`src/hdl/bmc_pkg.sv`:
```
// Shared types and constants of the button multi-click classifier.
// No dependencies; imported by every module in hdl/.
package bmc_pkg;

    localparam int unsigned TIME_W    = 32;
    localparam int unsigned LIMIT_W   = 16;
    localparam int unsigned TARGET_W  = 3;
    localparam int unsigned CFG_IDX_W = 3;
    localparam int unsigned IN_TDATA_W  = 40;
    localparam int unsigned OUT_TDATA_W = 8;

    localparam logic [CFG_IDX_W-1:0] CFG_DOUBLE_WINDOW = 3'd0;
    localparam logic [CFG_IDX_W-1:0] CFG_SHORT_LIMIT   = 3'd1;
    localparam logic [CFG_IDX_W-1:0] CFG_LONG_LIMIT    = 3'd2;
    localparam logic [CFG_IDX_W-1:0] CFG_RAPID_GAP     = 3'd3;
    localparam logic [CFG_IDX_W-1:0] CFG_RAPID_TARGET  = 3'd4;

    localparam logic [LIMIT_W-1:0]  RST_DOUBLE_WINDOW = 16'd500;
    localparam logic [LIMIT_W-1:0]  RST_SHORT_LIMIT   = 16'd1500;
    localparam logic [LIMIT_W-1:0]  RST_LONG_LIMIT    = 16'd5000;
    localparam logic [LIMIT_W-1:0]  RST_RAPID_GAP     = 16'd500;
    localparam logic [TARGET_W-1:0] RST_RAPID_TARGET  = 3'd5;

    localparam logic [TARGET_W-1:0] RAPID_MAX = 3'd7;

    typedef struct packed {
        logic [LIMIT_W-1:0]  double_window;
        logic [LIMIT_W-1:0]  short_limit;
        logic [LIMIT_W-1:0]  long_limit;
        logic [LIMIT_W-1:0]  rapid_gap;
        logic [TARGET_W-1:0] rapid_target;
    } t_cfg;

    typedef struct packed {
        logic long_hold;
        logic rapid_toggle;
        logic double_click;
        logic single_click;
    } t_evt;

endpackage

```
`src/hdl/bmc_cfg.sv`:
```
// Configuration register file of the classifier.
// Depends on bmc_pkg for register indexes, reset values and t_cfg.
module bmc_cfg
    import bmc_pkg::*;
(
    input  logic                 i_clk,
    input  logic                 i_rst_n,
    input  logic                 i_cfg_we,
    input  logic [CFG_IDX_W-1:0] i_cfg_addr,
    input  logic [LIMIT_W-1:0]   i_cfg_wdata,
    output t_cfg                 o_cfg
);

    t_cfg r_cfg;

    always_ff @(posedge i_clk) begin
        if (!i_rst_n) begin
            r_cfg.double_window <= RST_DOUBLE_WINDOW;
            r_cfg.short_limit   <= RST_SHORT_LIMIT;
            r_cfg.long_limit    <= RST_LONG_LIMIT;
            r_cfg.rapid_gap     <= RST_RAPID_GAP;
            r_cfg.rapid_target  <= RST_RAPID_TARGET;
        end else if (i_cfg_we) begin
            case (i_cfg_addr)
                CFG_DOUBLE_WINDOW: r_cfg.double_window <= i_cfg_wdata;
                CFG_SHORT_LIMIT:   r_cfg.short_limit   <= i_cfg_wdata;
                CFG_LONG_LIMIT:    r_cfg.long_limit    <= i_cfg_wdata;
                CFG_RAPID_GAP:     r_cfg.rapid_gap     <= i_cfg_wdata;
                CFG_RAPID_TARGET:  r_cfg.rapid_target  <= i_cfg_wdata[TARGET_W-1:0];
                default: begin
                end
            endcase
        end
    end

    assign o_cfg = r_cfg;

endmodule

```
`src/hdl/bmc_core.sv`:
```
// Classifier state and per-sample decision logic.
// Depends on bmc_pkg; state advances only when i_step is high.
module bmc_core
    import bmc_pkg::*;
(
    input  logic              i_clk,
    input  logic              i_rst_n,
    input  logic              i_step,
    input  logic              i_level,
    input  logic [TIME_W-1:0] i_now,
    input  t_cfg              i_cfg,
    output t_evt              o_evt
);

    logic                r_prev_level;
    logic [TIME_W-1:0]   r_press_start;
    logic [TARGET_W-1:0] r_rapid_count;
    logic [TIME_W-1:0]   r_last_rapid;
    logic                r_click_pend;
    logic [TIME_W-1:0]   r_first_click;
    logic                r_long_rep;

    logic [TIME_W-1:0]   dur;
    logic [TIME_W-1:0]   gap_rapid;
    logic [TIME_W-1:0]   gap_first;
    logic                press;
    logic                release_edge;
    logic                click;
    logic [TARGET_W-1:0] rc_inc;
    logic                tog;
    logic                dbl;
    logic                sgl;
    logic                lng;

    assign dur       = i_now - r_press_start;
    assign gap_rapid = i_now - r_last_rapid;
    assign gap_first = i_now - r_first_click;

    assign press        = (i_level != r_prev_level) && !i_level;
    assign release_edge = (i_level != r_prev_level) && i_level;
    assign click = release_edge
                && (dur < {{(TIME_W-LIMIT_W){1'b0}}, i_cfg.long_limit})
                && (dur < {{(TIME_W-LIMIT_W){1'b0}}, i_cfg.short_limit});

    always_comb begin
        if (gap_rapid > {{(TIME_W-LIMIT_W){1'b0}}, i_cfg.rapid_gap}) begin
            rc_inc = 3'd1;
        end else if (r_rapid_count < RAPID_MAX) begin
            rc_inc = r_rapid_count + 3'd1;
        end else begin
            rc_inc = r_rapid_count;
        end
    end

    assign tog = click && (rc_inc >= i_cfg.rapid_target);
    assign dbl = click && !tog && r_click_pend
              && (gap_first <= {{(TIME_W-LIMIT_W){1'b0}}, i_cfg.double_window});
    // a click just registered as first has zero age, so only an old pending one expires
    assign sgl = !click && r_click_pend
              && (gap_first > {{(TIME_W-LIMIT_W){1'b0}}, i_cfg.double_window});
    assign lng = !i_level && !press && !r_long_rep
              && (dur > {{(TIME_W-LIMIT_W){1'b0}}, i_cfg.long_limit});

    always_ff @(posedge i_clk) begin
        if (!i_rst_n) begin
            r_prev_level  <= 1'b1;
            r_press_start <= '0;
            r_rapid_count <= '0;
            r_last_rapid  <= '0;
            r_click_pend  <= 1'b0;
            r_first_click <= '0;
            r_long_rep    <= 1'b0;
        end else if (i_step) begin
            r_prev_level <= i_level;
            if (press) begin
                r_press_start <= i_now;
                r_long_rep    <= 1'b0;
            end else if (lng) begin
                r_long_rep <= 1'b1;
            end
            if (click) begin
                r_last_rapid <= i_now;
                if (tog) begin
                    r_rapid_count <= '0;
                    r_click_pend  <= 1'b0;
                end else begin
                    r_rapid_count <= rc_inc;
                    if (!r_click_pend) begin
                        r_click_pend  <= 1'b1;
                        r_first_click <= i_now;
                    end else begin
                        r_click_pend <= 1'b0;
                    end
                end
            end else if (sgl) begin
                r_click_pend <= 1'b0;
            end
        end
    end

    assign o_evt.single_click = sgl;
    assign o_evt.double_click = dbl;
    assign o_evt.rapid_toggle = tog;
    assign o_evt.long_hold    = lng;

    a_tog_dbl_excl: assert property (@(posedge i_clk) disable iff (!i_rst_n)
        i_step |-> !(tog && dbl))
        else $error("rapid toggle and double click together");

    a_long_once: assert property (@(posedge i_clk) disable iff (!i_rst_n)
        i_step && lng |=> r_long_rep && !lng)
        else $error("long hold not latched after report");

    a_single_no_click: assert property (@(posedge i_clk) disable iff (!i_rst_n)
        i_step && sgl |=> !r_click_pend)
        else $error("pending click survived single click");

endmodule

```
`src/hdl/button_multi_click_classifier_top.sv`:
```
// Top level of the button multi-click classifier: input register, core, result register.
// Depends on bmc_pkg, bmc_cfg and bmc_core.
//
// Usage:
//   Slave stream carries one button sample per word: button_level and a
//   free-running millisecond timestamp. Master stream returns exactly one
//   event word per sample: single_click, double_click, rapid_toggle and
//   long_hold flags, mostly all zero.
//   A word accepted at one clock edge sits in the input register; the next
//   edge at which the result register is free (empty or being taken) runs
//   the decision logic and loads the result, which the master stream then
//   offers. Sustained throughput is one word per cycle while the master
//   side takes each result as it is offered.
//   When the master side stalls, the result register holds its word and
//   the input register holds one more; tready then drops until the
//   result is taken, so nothing is lost or repeated.
//   Configuration writes take effect at the next edge and must be made
//   while no word is in flight.
//   Reset (synchronous, active low) empties both registers, restores the
//   default limits and returns the classifier to the released state.
module button_multi_click_classifier_top
    import bmc_pkg::*;
(
    input  logic                   i_clk,
    input  logic                   i_rst_n,
    input  logic                   i_s_tvalid,
    output logic                   o_s_tready,
    input  logic [IN_TDATA_W-1:0]  i_s_tdata,   // [0] button_level, [32:1] now_ms, rest zero
    output logic                   o_m_tvalid,
    input  logic                   i_m_tready,
    output logic [OUT_TDATA_W-1:0] o_m_tdata,   // [0] single, [1] double, [2] rapid, [3] long
    input  logic                   i_cfg_we,
    input  logic [CFG_IDX_W-1:0]   i_cfg_addr,
    input  logic [LIMIT_W-1:0]     i_cfg_wdata
);

    logic              r_in_valid;
    logic              r_in_level;
    logic [TIME_W-1:0] r_in_now;
    logic              r_out_valid;
    t_evt              r_out_evt;

    logic              step;
    logic              s_acc;
    t_cfg              cfg;
    t_evt              evt;

    assign step       = r_in_valid && (!r_out_valid || i_m_tready);
    assign o_s_tready = !r_in_valid || step;
    assign s_acc      = i_s_tvalid && o_s_tready;

    bmc_cfg u_cfg (
        .i_clk       (i_clk),
        .i_rst_n     (i_rst_n),
        .i_cfg_we    (i_cfg_we),
        .i_cfg_addr  (i_cfg_addr),
        .i_cfg_wdata (i_cfg_wdata),
        .o_cfg       (cfg)
    );

    bmc_core u_core (
        .i_clk   (i_clk),
        .i_rst_n (i_rst_n),
        .i_step  (step),
        .i_level (r_in_level),
        .i_now   (r_in_now),
        .i_cfg   (cfg),
        .o_evt   (evt)
    );

    always_ff @(posedge i_clk) begin
        if (!i_rst_n) begin
            r_in_valid  <= 1'b0;
            r_out_valid <= 1'b0;
        end else begin
            if (s_acc) begin
                r_in_valid <= 1'b1;
            end else if (step) begin
                r_in_valid <= 1'b0;
            end
            if (step) begin
                r_out_valid <= 1'b1;
            end else if (i_m_tready) begin
                r_out_valid <= 1'b0;
            end
        end
    end

    always_ff @(posedge i_clk) begin
        if (s_acc) begin
            r_in_level <= i_s_tdata[0];
            r_in_now   <= i_s_tdata[TIME_W:1];
        end
        if (step) begin
            r_out_evt <= evt;
        end
    end

    assign o_m_tvalid = r_out_valid;
    assign o_m_tdata  = {{(OUT_TDATA_W-4){1'b0}}, r_out_evt};

    a_no_drop: assert property (@(posedge i_clk) disable iff (!i_rst_n)
        r_in_valid && r_out_valid && !i_m_tready |=> r_in_valid && r_out_valid)
        else $error("word dropped while master side stalled");

endmodule
```
`config.mk`:
```
export PLATFORM = sky130hd
export DESIGN_NAME = button_multi_click_classifier_top
export DESIGN_NICKNAME = d
export VERILOG_FILES = /design/src/hdl/bmc_pkg.sv /design/src/hdl/bmc_cfg.sv /design/src/hdl/bmc_core.sv /design/src/hdl/button_multi_click_classifier_top.sv
export SDC_FILE = /design/constraint.sdc
export NUM_CORES = 1
export LEC_CHECK = 0
export BUFFER_PORTS_ARGS = -buffer_cell sky130_fd_sc_hd__buf_2
export CORE_ASPECT_RATIO = 1.75
export CORE_MARGIN = 3
export CORE_UTILIZATION = 40
export DETAILED_ROUTE_END_ITERATION = 8
export PLACE_DENSITY_LB_ADDON = 0.3
export SETUP_SLACK_MARGIN = 0.02
export SLEW_MARGIN = 20
export SYNTH_ARGS = -nofsm -noshare
export SYNTH_HDL_FRONTEND = slang
export SYNTH_SLANG_ARGS = --single-unit
```
`constraint.sdc`:
```
create_clock -name i_clk -period 5.7 [get_ports i_clk]
set_clock_uncertainty 0.1 [all_clocks]
set_input_delay 0.57 -clock i_clk [delete_from_list [all_inputs] [get_ports i_clk]]
set_output_delay 0.57 -clock i_clk [all_outputs]
set_load 0.005 [all_outputs]
```
-- Word-level counts from Yosys, hierarchy flattened
Cells that the tools add are included.
- add/subtract/negate cells: 4
- multiply operators: 0
- div/mod/pow operators: 0
- magnitude comparators: 8
- equal/unequal tests: 5
- shifts and indexed selects: 0
- mux-type cells: 13
- bitwise operators: 2
- reduce and logical (&&, ||, !) cells: 39
- operator list (kind ; number):
    32-bit by 16-bit > comparator with 1-bit output ; 3
    32-bit subtractor ; 3
    32-bit by 16-bit less-than comparator with 1-bit output ; 2
    32-bit by 16-bit <= comparator with 1-bit output ; 1
    2-bit AND reduction ; 9
    1-bit logical AND ; 15
    1-bit two-way mux ; 10
    3-bit two-way mux ; 3
    2-bit nonzero test ; 4
    1-bit logical NOT ; 7
    3-bit by 2-bit equality test with 1-bit output (second input constant) ; 2
    4-bit AND reduction ; 1
    3-bit by 1-bit adder with 3-bit output (second input constant) ; 1
    3-bit by 1-bit equality test with 1-bit output (second input constant) ; 1
    3-bit equality test (second input constant) ; 1
    3-bit greater-or-equal comparator ; 1
    3-bit logical NOT ; 1
    3-bit less-than comparator (second input constant) ; 1
    1-bit logical OR ; 2
    1-bit inverter ; 2
    1-bit != test ; 1
- flip-flop bits (word level): 208
- bits in latches: 0
- bits in writable memories: 0
- memory bits (read-only): 0
- output and inout port bits: 10
- memories: 0

-- Depth between registers and ports, before layout
- depth after elaboration: 9
- depth in mapped cells: 32

-- Hierarchy
A second synthesis with hierarchy kept.
- cells, all modules: 1924
- area total of the unflattened synthesis: 15618.7 µm²
- modules (own cells, without submodules) (module ; times used ; cells each ; area each (µm²)):
    bmc_core ; 1 ; 1622 ; 11740.0
    bmc_cfg ; 1 ; 251 ; 2630.0
    button_multi_click_classifier_top ; 1 ; 51 ; 1248.7

-- Least setup slack after synthesis
Ideal clock, no wire load.
- path kind: register -> register
- start point: register r_in_now[1]
- end point: register u_core.r_first_click[10]
- library setup time: 0.128 ns
- data arrival time: 5.919 ns
- path slack: -0.447 ns
- cell stages (with the launch flop): 29
- buffers on the path: 1
- period minus slack after synthesis: 6.147 ns
- path through: edfxtp_1 -> ha_1 -> nor2b_1 -> o31a_1 -> o311a_1 -> or2_2 -> a21oi_1 -> xnor2_1 -> ha_1 -> nand4_1 -> nor2_1 -> a221o_1 -> a211o_1 -> nand2_1 -> o221ai_1 -> a2111oi_0 -> and4_1 -> nand4_1 -> nor4_1 -> ha_1 -> nand2b_1 -> a21o_1 -> a21oi_1 -> nand4_1 -> nor4_1 -> nand4_2 -> buf_2 -> mux2i_1 -> nor2_1
- longest elaborated chain between the ends: 7
- elaborated cells between the ends (all ways): 12
- ends and longest elaborated chain (item ; line ; source):
    start: declaration ; button_multi_click_classifier_top.sv:39 ; logic [TIME_W-1:0] r_in_now;
    start signal: assignment ; button_multi_click_classifier_top.sv:92 ; r_in_now <= i_s_tdata[TIME_W:1];
    32-bit subtractor, on equally long branches ; bmc_core.sv:36, bmc_core.sv:35 ;
    32-bit by 16-bit > comparator with 1-bit output or 32-bit by 16-bit less-than comparator with 1-bit output (tied branches) ; bmc_core.sv:46, bmc_core.sv:42 ;
    3-bit two-way mux or 1-bit logical AND (tied branches) ; bmc_core.sv:46, bmc_core.sv:42 ;
    3-bit greater-or-equal comparator or 1-bit logical AND (tied branches) ; bmc_core.sv:55, bmc_core.sv:43 ;
    1-bit logical AND ; bmc_core.sv:55 ; assign tog = click && (rc_inc >= i_cfg.rapid_target);
    1-bit inverter (no source line) ; -- ;
    4-bit AND reduction (no source line) (*) ; -- ;
    end signal: assignment ; bmc_core.sv:90 ; r_first_click <= i_now;
    end: declaration ; bmc_core.sv:20 ; logic [TIME_W-1:0] r_first_click;
Mark *: on every way between the ends. The rest lies on a longest branch, timed or not.
A chain may end at the register's enable or synchronous reset.

-- Worst setup path after layout
- start point: register r_in_now[0]
- end point: register u_core.r_first_click[28]
The elaborated chain is that of the path after synthesis.

==> results.toml <==
[worst_setup_path]
critPathKind = "reg -> reg"
critPathArrivalTime_ns = 6.39
crit_path_start_kind = "register"
required_ns = 5.98
cp_top_family = "compound AO/OA/AOI/OAI gates"
crit_buf_inv = 3
cp_common_cell = "nand4_1"
r2r_start = "r_in_now[0]"
path_max_fanout = 8
r2r-end = "u_core.r_first_click[28]"
reg2reg_depth = 33
cp_slowest_cell = "edfxtp_1"
r2r_slack_ns = -0.40
endpoint_kind = "register"
max_stage_delay_ns = 0.36

[routing]
drt_first_pass_iters = 5
dr_wl_met3_mm = 1.75
avgViaCountPerCell = 5.69
drt_iter0_markers = 928
met2_length_mm = 26.0
via_count = 14900
drc = 0
routed.top_layer = "met4"
wl_mm = 50.8
drtAntennaViolNets = 0
wl_per_cell_um = 19.4
wl_met1_mm = 18.6

[status]
violations = "setup timing"
outcome = "complete, but fails checks"

[synth]
synth-edff-count = 37
synthCells = 1980
synth_top_area_share_pct = 21.9
synth_area_sq_um = 15600
ys_async_sr_fraction_pct = 0
ys_seq_area_share_pct = 29.0
synthTopCellsByArea = "dfxtp_1 22%, ha_1 13%, edfxtp_1 7.1%"
ys_warn_count = 0
synthFlopType = "dfxtp_1"
synth.avg_cell_area_sq_um = 7.89
synth-seq-cells = 208
ys_types = 95
yosysTopAreaCell = "dfxtp_1"

[clock_tree]
clk_pin_slew_ns = 0.07
cts-root-buf = "clkbuf_16"
cts_buffers = 22
clockBufferDepth = 3
cts_tree = "done"
numClockSinks = 208
htreeDepth = 1
clk_latency_ns = 0.53

[sta]
setup_ws_ns = -0.401
drv_slew = 0
period_share_pct = 107
fmax_mhz = 164
setup-violations-final = 33
period_needed_ns = 6.10
maxSlewHeadroom_pct = 32.0
hold_violations = 0
finalSetupTns_ns = -12.10
worstMarginPinSlew_ns = 1.02
rsz0062_at_grt = "yes"

[grt]
grtUsageTotal_pct = 23.5
grt_first_pass_wirelength_mm = 77.9
antenna_found_initial = 0
grt-ovfl-total = 0
first_global_vias = 14500
grt_max_degree = 66

[power]
total_power_mw = 3.98
max-vdd-ir-drop_mv = 0.244
p_leak_nw = 7.60
power_density_nw_per_um2 = 218

[floorplanning]
num_io_pins = 74
die_h_um = 267
placement_rows = 95
dieArea_sq_um = 41600
initial_core_util_pct = 40.6
core_sq_um = 38500
die_w_um = 155

[hold_path]
holdPathStages = 1
hold_end = "r_in_level"
hold_start = "i_s_tdata[0]"
hold_class = "in -> reg"

[cells_and_area]
area_growth_pct = 17.0
diodes = 0
drive_gt1_share_pct = 14.1
layout.nets = 2348

[placement]
port_buffers = 62
dp_hpwl_mm = 39.3
gp_congestion = 0.966
place_ws_ns = -0.676

[job]
maxCapViolCount = 0
how the worst max path moves through the flow:
| stage | from | endpoint | slack (ns) | cells after the start |
|---|---|---|---|---|
| 2_1_floorplan | r_in_now[1] | u_core.r_first_click[2] | -0.21 | 28 |
| 3_3_place_gp | r_in_now[0] | u_core.r_first_click[17] | -0.51 | 32 |
| 3_5_place_dp | r_in_now[0] | u_core.r_first_click[26] | -0.68 | 32 |
| 4_1_cts | r_in_now[0] | u_core.r_first_click[30] | -0.35 | 33 |
| 5_1_grt | r_in_now[0] | u_core.r_first_click[20] | -0.88 | 33 |
| 6_report | r_in_now[0] | u_core.r_first_click[28] | -0.40 | 33 |
state kept, by name, summed over array words and instances (netlist names):
register              count
r_in_now                 32
u_cfg.o_cfg              67
u_core.r_last_rapid      32
o_m_tdata                 4
o_m_tvalid                1
u_core.r_first_click     32
r_in_valid                1
u_core.r_click_pend       1
u_core.r_long_rep         1
u_core.r_rapid_count      3
u_core.r_press_start     32
r_in_level                1
u_core.r_prev_level       1
cells in the mapped netlist, drive strengths merged (14+ instances only):
cell type,number
edfxtp,37
dfxtp,171
clkbuf,61
nand4,38
a21oi,200
buf,20
a31oi,17
nand2,270
o21a,23
o211ai,43
xor2,22
ha,160
and2,14
a21o,39
mux2i,75
o21bai,14
nand2b,14
or3,17
nor3,29
nor4,17
inv,192
nand3,49
xnor2,32
o21ai,74
nor2,155
metal layers:
layer	track usage (%)	up-vias
met3	1.84	163
met2	43.8	419
li1	-	7343
met4	16.7	0
met5	0	-
met1	24.4	6990
final cells by class:
class,instances,area (sq um)
clock buffers,33,643
clock inverters,7,62.6
fillers,3853,20200
inverters,192,723
multi-input cells,1502,10300
flip-flops and latches,208,4530
well taps,485,607
repair buffers,195,1420
power by group:
| part | internal (mW) | switching, mW | total [mW] |
|---|---|---|---|
| clock network | 0.826 | 0.620 | 1.45 |
| registers | 1.53 | 0.0291 | 1.56 |
| logic | 0.383 | 0.585 | 0.968 |
cell families (layout without fill, tap and decap cells):
family / count (synthesis) / count (layout) / synth area share (%)
adders and majority gates: 163 / 163 / 13.2
other: 1 / 4 / 0.0240
AOI/OAI and AO/OA: 527 / 527 / 22.3
DFF: 208 / 208 / 29.0
buffers and inverters: 273 / 427 / 6.88
muxes: 78 / 78 / 5.02
and+or+nand+nor: 676 / 676 / 20.5
xor gates and xnor gates: 54 / 54 / 3.03
metrics by stage:
stage          cell area (sq um)  utilization, %  hold WS [ns]  cells
3_5_place_dp               17200            44.6         0.346   2567
3_3_place_gp               17200            44.6         0.342   2567
2_1_floorplan              15700               -         0.334   1983
6_report                   18300            47.5         0.114   2622
5_1_grt                    18300            47.5         0.103   2622
4_1_cts                    18100            46.9        0.0965   2616
cell usage in the layout (no fill, tap or decap), types with 62 or more instances in the layout:
cell,count
nand2_1,266
a21oi_1,193
buf_4,121
ha_1,156
dfxtp_1,171
o21ai_0,67
nor2_1,155
inv_1,189
buf_2,62
mux2i_1,74
timing repair:
item                       CTS  global route
resized for setup           19            32
pin swaps                   10            19
hold buffers                 0             0
setup endpoints to repair   39            71
cloned                       2             3
setup buffers                7             5
worst register-to-register path, delay by kind of cell, from the launching register on:
| family | cells | cell delay [ns] |
|---|---|---|
| AOI/OAI and AO/OA | 12 | 1.99 |
| xor gates and xnor gates | 1 | 0.16 |
| and+or+nand+nor | 12 | 1.69 |
| buffers and inverters | 3 | 0.45 |
| DFF | 1 | 0.36 |
| muxes | 1 | 0.15 |
| adders and majority gates | 4 | 1.03 |
Power figures use the tool's default switching activity.
